## src/hw/rtl/free_run_histogram_scanner_unit_defines.svh

```systemverilog
// ---------------------------------------------------------------------------
// Free run histogram scanner: assertion macros
// Shared concurrent assertion forms, clocked on the rising edge and
// disabled while reset is held.
// ---------------------------------------------------------------------------
`ifndef FREE_RUN_HISTOGRAM_SCANNER_UNIT_DEFINES_SVH
`define FREE_RUN_HISTOGRAM_SCANNER_UNIT_DEFINES_SVH

// same-cycle implication
`define FRSU_ASSERT_IMP(lbl, clk, rstn, ante, cons, msg) \
    lbl: assert property (@(posedge clk) disable iff (!rstn) (ante) |-> (cons)) \
        else $error(msg);

// next-cycle implication
`define FRSU_ASSERT_NXT(lbl, clk, rstn, ante, cons, msg) \
    lbl: assert property (@(posedge clk) disable iff (!rstn) (ante) |=> (cons)) \
        else $error(msg);

`endif

```

## src/hw/rtl/frsu_pkg.sv

```systemverilog
// ---------------------------------------------------------------------------
// Free run histogram scanner package
// Shared constants, codes and control structs.
// ---------------------------------------------------------------------------
`default_nettype none

package frsu_pkg;

    localparam int HIST_BINS_DEF   = 200;
    localparam int WORD_BITS_DEF   = 32;
    localparam int OFFSET_BITS_DEF = 16;
    localparam int MAX_RES         = 16;
    localparam int CNT_W           = 32;

    localparam logic [1:0] MODE_SCAN  = 2'd0;
    localparam logic [1:0] MODE_READ  = 2'd1;
    localparam logic [1:0] MODE_CLEAR = 2'd2;

    localparam logic KIND_RUN = 1'b0;
    localparam logic KIND_BIN = 1'b1;

    // per-bit boundary flags from one lane
    typedef struct packed {
        logic open;
        logic close;
    } t_lane_flags;

    // merge stage status toward the controller
    typedef struct packed {
        logic active;   // a run is ready this cycle
        logic more;     // another run follows this one
    } t_step_ctl;

endpackage

`default_nettype wire

```

## src/hw/rtl/frsu_merge.sv

```systemverilog
// ---------------------------------------------------------------------------
// Free run histogram scanner merge stage
// Walks the lane boundary flags of one word and yields one closed run
// per step, lowest bit first, then the run closed at the group end.
// ---------------------------------------------------------------------------
`default_nettype none

module frsu_merge #(
    parameter int WORD_BITS   = frsu_pkg::WORD_BITS_DEF,
    parameter int OFFSET_BITS = frsu_pkg::OFFSET_BITS_DEF
) (
    input  wire logic                   i_clk,
    input  wire logic                   i_rst_n,
    input  wire logic                   i_load,
    input  wire logic [WORD_BITS-1:0]   i_open,
    input  wire logic [WORD_BITS-1:0]   i_close,
    input  wire logic [OFFSET_BITS-1:0] i_base,
    input  wire logic [OFFSET_BITS-1:0] i_start,
    input  wire logic                   i_end_pend,
    input  wire logic [OFFSET_BITS-1:0] i_end_pos,
    input  wire logic                   i_step,
    output frsu_pkg::t_step_ctl         o_ctl,
    output logic [OFFSET_BITS-1:0]      o_len,
    output logic [OFFSET_BITS-1:0]      o_start
);

    localparam int IX_W = (WORD_BITS > 1) ? $clog2(WORD_BITS) : 1;

    logic [WORD_BITS-1:0]   r_open;
    logic [WORD_BITS-1:0]   r_close;
    logic                   r_end;
    logic [OFFSET_BITS-1:0] r_base;
    logic [OFFSET_BITS-1:0] r_start;
    logic [OFFSET_BITS-1:0] r_end_pos;

    logic [IX_W-1:0]        s_lo_open;
    logic [IX_W-1:0]        s_lo_close;
    logic                   s_open_any;
    logic                   s_close_any;
    logic                   s_open_first;
    logic [WORD_BITS-1:0]   s_close_rest;
    logic [WORD_BITS-1:0]   s_close_low;
    logic [OFFSET_BITS-1:0] s_endpt;

    always_comb begin
        s_lo_open  = '0;
        s_lo_close = '0;
        for (int i = WORD_BITS - 1; i >= 0; i--) begin
            if (r_open[i]) begin
                s_lo_open = IX_W'(i);
            end
            if (r_close[i]) begin
                s_lo_close = IX_W'(i);
            end
        end
        s_open_any   = |r_open;
        s_close_any  = |r_close;
        // opens and closes alternate, so an open below the close starts this run
        s_open_first = s_open_any & (~s_close_any | (s_lo_open < s_lo_close));
        s_close_rest = r_close & (r_close - WORD_BITS'(1));
        s_close_low  = r_close ^ (r_close - WORD_BITS'(1));
        o_start      = s_open_first ? (r_base + OFFSET_BITS'(s_lo_open)) : r_start;
        s_endpt      = s_close_any ? (r_base + OFFSET_BITS'(s_lo_close)) : r_end_pos;
        o_len        = s_endpt - o_start;
        o_ctl.active = s_close_any | r_end;
        o_ctl.more   = s_close_any & ((|s_close_rest) | r_end);
    end

    always_ff @(posedge i_clk) begin
        if (!i_rst_n) begin
            r_open  <= '0;
            r_close <= '0;
            r_end   <= 1'b0;
        end else if (i_load) begin
            r_open  <= i_open;
            r_close <= i_close;
            r_end   <= i_end_pend;
        end else if (i_step) begin
            if (s_close_any) begin
                r_close <= s_close_rest;
                r_open  <= r_open & ~s_close_low;
            end else begin
                r_end <= 1'b0;
            end
        end
    end

    always_ff @(posedge i_clk) begin
        if (i_load) begin
            r_base    <= i_base;
            r_start   <= i_start;
            r_end_pos <= i_end_pos;
        end
    end

endmodule

`default_nettype wire

```

## config.mk

```make
export PLATFORM = sky130hd
export DESIGN_NAME = frsu_merge
export DESIGN_NICKNAME = d
export VERILOG_FILES = /design/src/hw/rtl/free_run_histogram_scanner_unit_defines.svh /design/src/hw/rtl/frsu_pkg.sv /design/src/hw/rtl/frsu_merge.sv
export SDC_FILE = /design/constraint.sdc
export NUM_CORES = 1
export LEC_CHECK = 0
export ABC_AREA = 1
export BUFFER_PORTS_ARGS = -buffer_cell sky130_fd_sc_hd__buf_2
export CAP_MARGIN = 10
export CELL_PAD_IN_SITES_DETAIL_PLACEMENT = 1
export CELL_PAD_IN_SITES_GLOBAL_PLACEMENT = 1
export CORE_MARGIN = 5
export CORE_UTILIZATION = 40
export CTS_BUF_LIST = sky130_fd_sc_hd__clkbuf_4 sky130_fd_sc_hd__clkbuf_8
export CTS_CLUSTER_DIAMETER = 150
export CTS_CLUSTER_SIZE = 40
export DETAILED_ROUTE_END_ITERATION = 8
export GPL_ROUTABILITY_DRIVEN = 0
export MAX_ROUTING_LAYER = met4
export PLACE_DENSITY_LB_ADDON = 0.1
export SYNTH_ARGS = -nofsm -noshare
export SYNTH_HDL_FRONTEND = slang
export SYNTH_SLANG_ARGS = --single-unit
```

## constraint.sdc

```tcl
create_clock -name i_clk -period 6.2 [get_ports i_clk]
set_input_delay 0.31 -clock i_clk [delete_from_list [all_inputs] [get_ports i_clk]]
set_output_delay 0.31 -clock i_clk [all_outputs]
set_load 0.005 [all_outputs]
```

After elaboration in Yosys (flattened, before gate mapping)
Index checks and enable logic that the tools add are counted.
Operators by class
  add/subtract/negate cells: 4
  multiply operators: 0
  div/mod/pow operators: 0
  $lt $le $gt $ge: 1
  eq/ne operators: 1
  shift-type cells: 0
  multiplexer cells: 75
  bitwise gates (word level): 10
  reductions and logical operators: 7
Operators with widths (number)
  5-bit 2-to-1 mux: 64
  32-bit 2-to-1 mux: 6
  32-bit OR reduction: 3
  32-bit bitwise AND: 2
  16-bit by 5-bit adder with 16-bit output: 2
  16-bit 2-to-1 mux: 2
  32-bit inverter: 1
  32-bit by 1-bit subtractor with 32-bit output (second input constant): 1
  32-bit XOR: 1
  16-bit subtractor: 1
  5-bit < comparator: 1
  2-bit AND reduction: 2
  2-bit nonzero test: 2
  1-bit 2-to-1 mux: 3
  1-bit OR: 3
  1-bit bitwise AND: 2
  2-bit inequality test (second input constant): 1
  1-bit inverter: 1
Storage, ports and cells
  register bits: 113
  bits in latches: 0
  bits in writable memories: 0
  memory bits (read-only): 0
  input bits: 117
  output and inout bits: 34
  word-level logic and storage cells: 104
  memories: 0

Longest topological paths before layout
Gate-level depths: netlist of the first run.
  word-level depth: 37
  depth in mapped cells: 60
  depth with buffers taken out: 59

Worst setup path before layout of the first run
No wires, ideal clock.
  path kind: register to output
  from: register r_open[30]
  to: output o_len[15]
  data arrival time: 4.743 ns
  data required time: 5.890 ns
  slack: 1.147 ns
  stages on the path, launching flop included: 57
  path buffers: 0
  cells stage by stage: dfxtp_1 inv_1 nand2_1 nand2_1 nand2_1 nand2_1 nand2_1 nand2_1 nand2_1 nand2_1 nand2_1 nand2_1 nand2_1 nand2_1 nand2_1 nand2_1 nand2_1 nand2_1 [... 21 more ...] o21ai_1 xnor2_1 o21ai_2 ha_1 nand2_1 o21ai_0 nand3_1 nand2_1 nand3_1 nand2_1 a21oi_1 o21bai_1 a21o_1 a21oi_1 xnor2_1 inv_1 nand3_1 nand2_1
Between the ends
  cells in the longest elaborated chain, start to end: 36
  elaborated cells between the ends (all ways): 38
  classes of those cells: add/sub (2); order compare (1); mux (32); bitwise (2); reduce/logical (1)
Ends and longest elaborated chain
  from (decl): line frsu_merge.sv:29  | logic [WORD_BITS-1:0] r_open;
  from (signal assigned): line frsu_merge.sv:75  | r_open <= i_open;
  from (signal assigned): line frsu_merge.sv:81  | r_open <= r_open & ~s_close_low;
  parallel branches: the longest is 34 deep, another holds 5-bit 2-to-1 mux
  16-bit 2-to-1 mux (*): line frsu_merge.sv:62  | o_start = s_open_first ? (r_base + OFFSET_BITS'(s_lo_open)) : r_start;
  16-bit subtractor (*): line frsu_merge.sv:64  | o_len = s_endpt - o_start;
  to (decl): line frsu_merge.sv:23  | output logic [OFFSET_BITS-1:0] o_len,
Mark *: on every way between the ends.

Final worst setup path of the first run
Same ends and word-level chain as after synthesis.

==> summary.md, run 1 <==
| Metric | Value |
|---|---|
| CTS Buf Count | 17 |
| Crit path largest cell delay | 340 ps |
| Syn Area/Cell | 7.42 µm² |
| Hold Vio Cnt, Final | 0 |
| Critical Path AT | 5750 ps |
| Drt total wl | 25300 µm |
| Ratio of cells with drive above 1 in the final layout | 0.243 |
| Die Area | 22600 µm² |
| Yosys top cell area share | 0.183 |
| Worst-path maximum fanout | 4 |
| GRT busiest layer | met2 |
| Max Freq | 165 MHz |
| Detailed router's first-iteration violation count | 280 |
| DRT antenna net count | 0 |
| Port buffer count | 150 |
| Worst Hold Launch | i_base[8] |
| Vias | 7663 |
| Slew margin rel. | 0.266 |
| Core Box Area | 19400 µm² |
| Final non-filler cell area | 9760 µm² |
| Row count | 51 |
| # IOs | 151 |
| Hold EP | r_base[8] |
| EDFF count, synth | 48 |
| Hold Worst Slack | 32.2 ps |
| Outcome | finished, final reports clean |
| Initial antenna violation count | 0 |
| WP data required | 5890 ps |
| Final nets | 1414 |
| CP Capture Type | primary output |
| P per Cell Area | 313 nW/µm² |
| DR WL/cell | 16.7 µm |
| Synth Cell Area | 7880 µm² |
| Max Cap Viol | 0 |
| Crit start category | flop |
| RR Endpoint | r_open[31] |
| Die height | 150 µm |
| Final worst slack | 141 ps |
| Hold Crit Depth | 1 |
| First-pass GRT wire length | 39200 µm |
| Sequential area share after synthesis | 0.348 |
| Die extent in x | 150 µm |
| Ranking of synthesized cells by area | edfxtp_1, dfxtp_1, nand2_1 |
| Worst path most repeated cell | nand2_1 |
| Synth unique cells | 42 |
| HPWL after DPL | 18900 µm |
| Sink Count | 113 |
| Dominant cell type by area after synthesis | edfxtp_1 |
| Root buf cell | clkbuf_8 |
| DRT Pass-1 Iters | 5 |
| Clk_lat worst skew | 450 ps |
| Largest net degree at the start of global routing | 65 |
| Area growth from synthesis to final layout | 23.9% |
| TritonCTS clock tree | yes |
| Slew Limit Fails | 0 |
| Setup WS pre-CTS | 96.8 ps |
| Clock transition at path regs | 80 ps |
| Hold crit path type | in2reg |
| Mapped Nets | 1240 |
| GR Util met1 | 0.283 |
| Initial core utilization | 0.406 |
| Asr flop ratio synth | 0 |
| Ys flop type | dfxtp_1 |
| Met3 usage | 0.0427 |
| Htree depth | 4 |
| Drt drc | 0 |
| Mapped Cells | 1062 |
| CP max-delay cell | dfxtp_2 |
| GR Overflow Total | 0 |
| Flops & latches, synth | 113 |
| Via density | 5.06 |
| CP Class | reg2out |
| Maximum VDD drop | 0.132 mV |
| Final Skew | 14.4 ps |
| GR Layer Usage met2 | 0.382 |
| Vias in the first global route | 7828 |
| Reg2Reg Depth | 19 |
| Max Root-Sink Buffers | 2 |
| Total GRT Usage | 0.227 |
| Period utilization | 0.977 |
| Worst Tran Pin Value | 1100 ps |
| R2R Setup Slk | 2370 ps |
| Fin util | 0.503 |
| Placement Cell Area | 8890 µm² |
| Unrepaired setup endpoints after global routing | true |
| Crit path time final | 6060 ps |
| Finish-stage setup viols | 0 |
| P_leak | 0.00450 µW |
| Yosys warnings | 0 |
| RR Startpoint | r_close[0] |
==> layer usage <==
layer	share of wire	vias to the layer above
met4	0.014	0
met3	0.038	29
met1	0.45	3625
met2	0.50	134
li1	-	3875
met5	0	-
==> registers in the layout (all words and copies together), names as in the netlist <==
| signal | flops |
|---|---|
| r_close | 32 |
| r_end_pos | 16 |
| r_end | 1 |
| r_open | 32 |
| r_base | 16 |
| r_start | 16 |
==> timing repair <==
action                                 4_1_cts  5_1_grt
gates resized for setup                     20       49
pin swaps                                   11       32
cloned                                       0        0
endpoints found under the hold margin        3       10
setup endpoints to repair                    2        4
hold buffers                                 3       10
setup buffers                                9       11
==> worst max-delay path by stage <==
stage / to / depth (start not counted) / slack [ps] / startpoint
3_5_place_dp: o_len[15] / 57 / 100 / r_open[30]
6_report: o_len[15] / 57 / 140 / r_open[30]
5_1_grt: o_len[15] / 58 / -490 / r_close[30]
3_3_place_gp: o_len[15] / 57 / 260 / r_open[30]
2_1_floorplan: o_len[15] / 56 / 1150 / r_open[30]
4_1_cts: o_len[15] / 57 / 7 / r_open[30]
==> critical path: cells and delay by family, from the launching register on <==
family	cells	cell delay, ps
simple gates	38	2190
compound gates	9	1340
fa+ha+maj	3	790
buf+inv	5	370
flops	1	340
xor+xnor	2	260
==> logic make-up after synthesis <==
group / after synthesis / share of synthesized area
AOI/OAI and AO/OA: 207 / 0.162
muxes: 1 / 0.00127
and+or+nand+nor: 416 / 0.217
buffers and inverters: 197 / 0.0977
adders and majority gates: 61 / 0.0998
DFF: 113 / 0.348
xor gates and xnor gates: 67 / 0.0745
==> metrics by stage <==
step	TNS (ps)	total power, µW	std cells
floorplan	0	1710	1062
global placement	0	2150	1451
detailed placement	0	2180	1451
finish	0	3050	1515
global route	-776	3270	1514
CTS	0	2930	1495
==> where the power goes <==
part | leakage, µW | total, µW | switching [µW] | internal [µW]
combinational | 0.00332 | 1530 | 859 | 669
clock | 0.000172 | 640 | 324 | 316
sequential | 0.00101 | 883 | 51.0 | 832
==> Yosys cell counts, types with 2 or more instances <==
master	instances
o21ai_2	14
clkinv_1	2
nor3_1	11
buf_1	2
dfxtp_1	65
ha_1	58
o311ai_0	31
nand4_1	6
nor4_1	9
o31ai_1	3
xor2_1	60
o21ai_0	48
o21bai_1	2
a211oi_1	2
xnor2_1	7
inv_2	14
a31oi_1	32
fa_1	3
clkbuf_1	31
nor4_2	2
edfxtp_1	48
nand3_1	32
nor2_1	77
buf_6	4
inv_1	144
a21oi_1	70
nand2_1	270
==> cells in the final DEF, fill, tap and decap left out, drive strengths merged, types with 2 or more instances in the layout <==
master / count
nor4: 11
buf: 179
fa: 3
inv: 159
xnor2: 7
a21oi: 71
o31ai: 3
dlygate4sd3: 13
clkinv: 10
a31oi: 32
nand3: 32
dfxtp: 65
nand4: 6
o21bai: 2
or4: 2
clkbuf: 19
nor2: 77
o311ai: 31
o21ai: 63
edfxtp: 48
nor3: 11
nand2: 272
ha: 58
xor2: 60
a211oi: 2
clkinvlp: 3
==> cell type report <==
class	count	area [µm²]
diodes	1	2.50
repair buffers	192	1100
clock inverters	13	96.3
fillers	2524	9640
multi-input cells	752	4630
flip-flops and latches	113	2750
inverters	160	601
well taps	265	332
clock buffers	19	249
Power figures use the tool's default switching activity.
==> inputs of run 2 (changes only) <==
--- a/config.mk
+++ b/config.mk
@@ -10,6 +10,7 @@
 export CAP_MARGIN = 10
 export CELL_PAD_IN_SITES_DETAIL_PLACEMENT = 1
 export CELL_PAD_IN_SITES_GLOBAL_PLACEMENT = 1
+export CORE_ASPECT_RATIO = 1.1
 export CORE_MARGIN = 5
 export CORE_UTILIZATION = 40
 export CTS_BUF_LIST = sky130_fd_sc_hd__clkbuf_4 sky130_fd_sc_hd__clkbuf_8
==> constraint.sdc (replaced) <==
create_clock -name i_clk -period 6.1 [get_ports i_clk]
set_input_delay 0.305 -clock i_clk [delete_from_list [all_inputs] [get_ports i_clk]]
set_output_delay 0.305 -clock i_clk [all_outputs]
set_load 0.005 [all_outputs]
==> run 2 against run 1 <==
Against the previous run: first-iteration DRC count grew 18%; wire length grew 2.4%; register-to-register slack lost 170 ps; power grew 6.2%; worst setup slack lost 3.7 ps; critical path depth shrank 3; clock skew shrank 0.92 ps; combinational power grew 3%; largest cell class unchanged; critical path type unchanged.
==> summary.md, run 2 (synthesized netlist as in run 1, its figures left out) <==
| Metric | Value |
|---|---|
| Outcome | finished, final reports clean |
| HPWL after DPL | 19400 µm (+2.3%) |
| Hold crit path type | in2reg |
| Port buffer count | 150 (unchanged) |
| Top Registers | r_close (32), r_open (32) |
| Most frequent cells in the layout | nand2_1, buf_2, inv_1, nor2_1, dfxtp_1 |
| Worst path most repeated cell | nand2_1 |
| Clk pwr share | 0.238 (+0.028) |
| Area growth from synthesis to final layout | 24.5% |
| Maximum VDD drop | 0.291 mV (+120%) |
| Initial core utilization | 0.410 (+0.00354) |
| P per Cell Area | 330 nW/µm² (+5.7%) |
| CTS Buf Count | 17 (unchanged) |
| TritonCTS clock tree | yes |
| Row count | 53 (+3.9%) |
| DRT Pass-1 Iters | 5 (unchanged) |
| DR WL/cell | 17.3 µm (+3.5%) |
| Setup tns final | 0 ps (unchanged) |
| Sink Count | 113 (unchanged) |
| Initial antenna violation count | 0 (unchanged) |
| Clk_lat worst skew | 440 ps (about the same) |
| Psw | 1250 µW (+1.3%) |
| Slew Limit Fails | 0 (unchanged) |
| Max Freq | 168 MHz |
| Share of power burned in registers | 0.277 (-0.012) |
| P_leak | 0.00455 µW (+1.0%) |
| Hold Vio Cnt, Final | 0 (unchanged) |
| Fillers | 2442 (-3.2%) |
| Sw frac | 0.386 (-0.0187) |
| DRT antenna net count | 0 (unchanged) |
| Htree depth | 4 (unchanged) |
| Final Skew | 13.5 ps (-0.918 ps) |
| CP max-delay cell | ha_1 |
| Clock transition at path regs | 70 ps (about the same) |
| Leading cell type in the layout, fill and taps excluded | nand2_1 |
| Vias | 7818 (+2.0%) |
| Worst Tran Pin Value | 1090 ps (-8.89 ps) |
| CP Class | reg2out |
| P_int | 1990 µW (+9.6%) |
| Via density | 5.22 (+3.2%) |
| Total GRT Usage | 0.234 (+0.00696) |
| Ratio of cells with drive above 1 in the final layout | 0.242 (-0.000994) |
| Fin util | 0.510 (+0.00673) |
| CP Capture Type | primary output |
| WP data required | 5790 ps (-100 ps) |
| Crit start category | flop |
| Vias in the first global route | 8045 (+2.8%) |
| # IOs | 151 (unchanged) |
| Unrepaired setup endpoints after global routing | true |
| Pwr Total | 3240 µW (+6.2%) |
| Finish-stage setup viols | 0 (unchanged) |
| Worst-path maximum fanout | 4 (unchanged) |
| First-pass GRT wire length | 40500 µm (+3.3%) |
| Core Box Area | 19200 µm² (-0.86%) |
| Combinational Power Share | 0.485 (-0.016) |
| WP buf/inv | 3 (-2) |
| Critical Path AT | 5660 ps (-90 ps) |
| Max Root-Sink Buffers | 2 (unchanged) |
| Detailed router's first-iteration violation count | 329 (+18%) |
| Slew margin rel. | 0.272 (+0.00593) |
| Largest net degree at the start of global routing | 65 (unchanged) |
| Drt total wl | 25900 µm (+2.4%) |
| Period utilization | 0.978 |
| Max Cap Viol | 0 (unchanged) |
| Die height | 157 µm (+4.6%) |
| GR Overflow Total | 0 (unchanged) |
| Crit path largest cell delay | 370 ps (+30 ps) |
| Root buf cell | clkbuf_8 |
| Crit path max-delay family | simple AND/OR/NAND/NOR gates |
| Die Area | 22600 µm² (about the same) |
| Drt drc | 0 (unchanged) |
| Die extent in x | 144 µm (-4.3%) |
| Final nets | 1415 (+0.071%) |
| Crit path time final | 5960 ps |
-- run 2: through the flow --
| stage | cell area (µm²) | hold WS (ps) | cells | worst slack [ps] |
|---|---|---|---|---|
| 5_1_grt | 9800 | 5.43 | 1497 | -344 |
| 6_report | 9810 | 35.2 | 1498 | 137 |
| 2_1_floorplan | 7880 | 404 | 1062 | 1050 |
| 4_1_cts | 9650 | 0.319 | 1495 | 4.29 |
| 3_5_place_dp | 8910 | 483 | 1439 | 189 |
| 3_3_place_gp | 8910 | 482 | 1439 | 282 |
-- run 2: power by group through the flow --
stage          Clock, µW  Sequential, µW  Combinational, µW
3_3_place_gp           0             910               1300
4_1_cts              793             896               1500
3_5_place_dp           0             911               1330
2_1_floorplan          0             897                844
5_1_grt              825             905               1740
6_report             772             898               1570
-- run 2: cell type report --
class,instances,area [µm²],share of cell area
flip-flops and latches,113,2750,0.280
clock buffers,19,249,0.0254
multi-input cells,752,4640,0.473
diodes,1,2.50,0.000255
repair buffers,193,1090,0.111
inverters,160,601,0.0612
well taps,247,309,0.0315
clock inverters,13,168,0.0171
-- run 2: path summary, 6_finish.rpt --
kind / startpoint / end / slack [ps] / cells after the start
hold / removal: i_base[9] / r_base[9] / 40 / 1
hold reg to reg: r_end / r_end / 520 / 2
setup / recovery: r_close[30] / o_len[15] / 140 / 54
setup reg to reg: r_close[0] / r_open[31] / 2200 / 19
-- run 2: per-layer routing --
metal  GRT usage  routed length [µm]  vias to the layer above  share of wire
li1            -                   -                     3872              -
met1       0.280               10900                     3754           0.42
met2       0.410               13600                      173           0.52
met3      0.0389                1130                       19          0.043
met4      0.0605                 284                        0          0.011
met5           -                   0                        -              0
-- run 2: repair_timing --
action                                  CTS  global route
gates resized for setup                  30            35
pin swaps                                24            23
endpoints found under the setup margin    1             7
endpoints found under the hold margin     5             1
buffers inserted                         20             3
hold buffers                              5             1
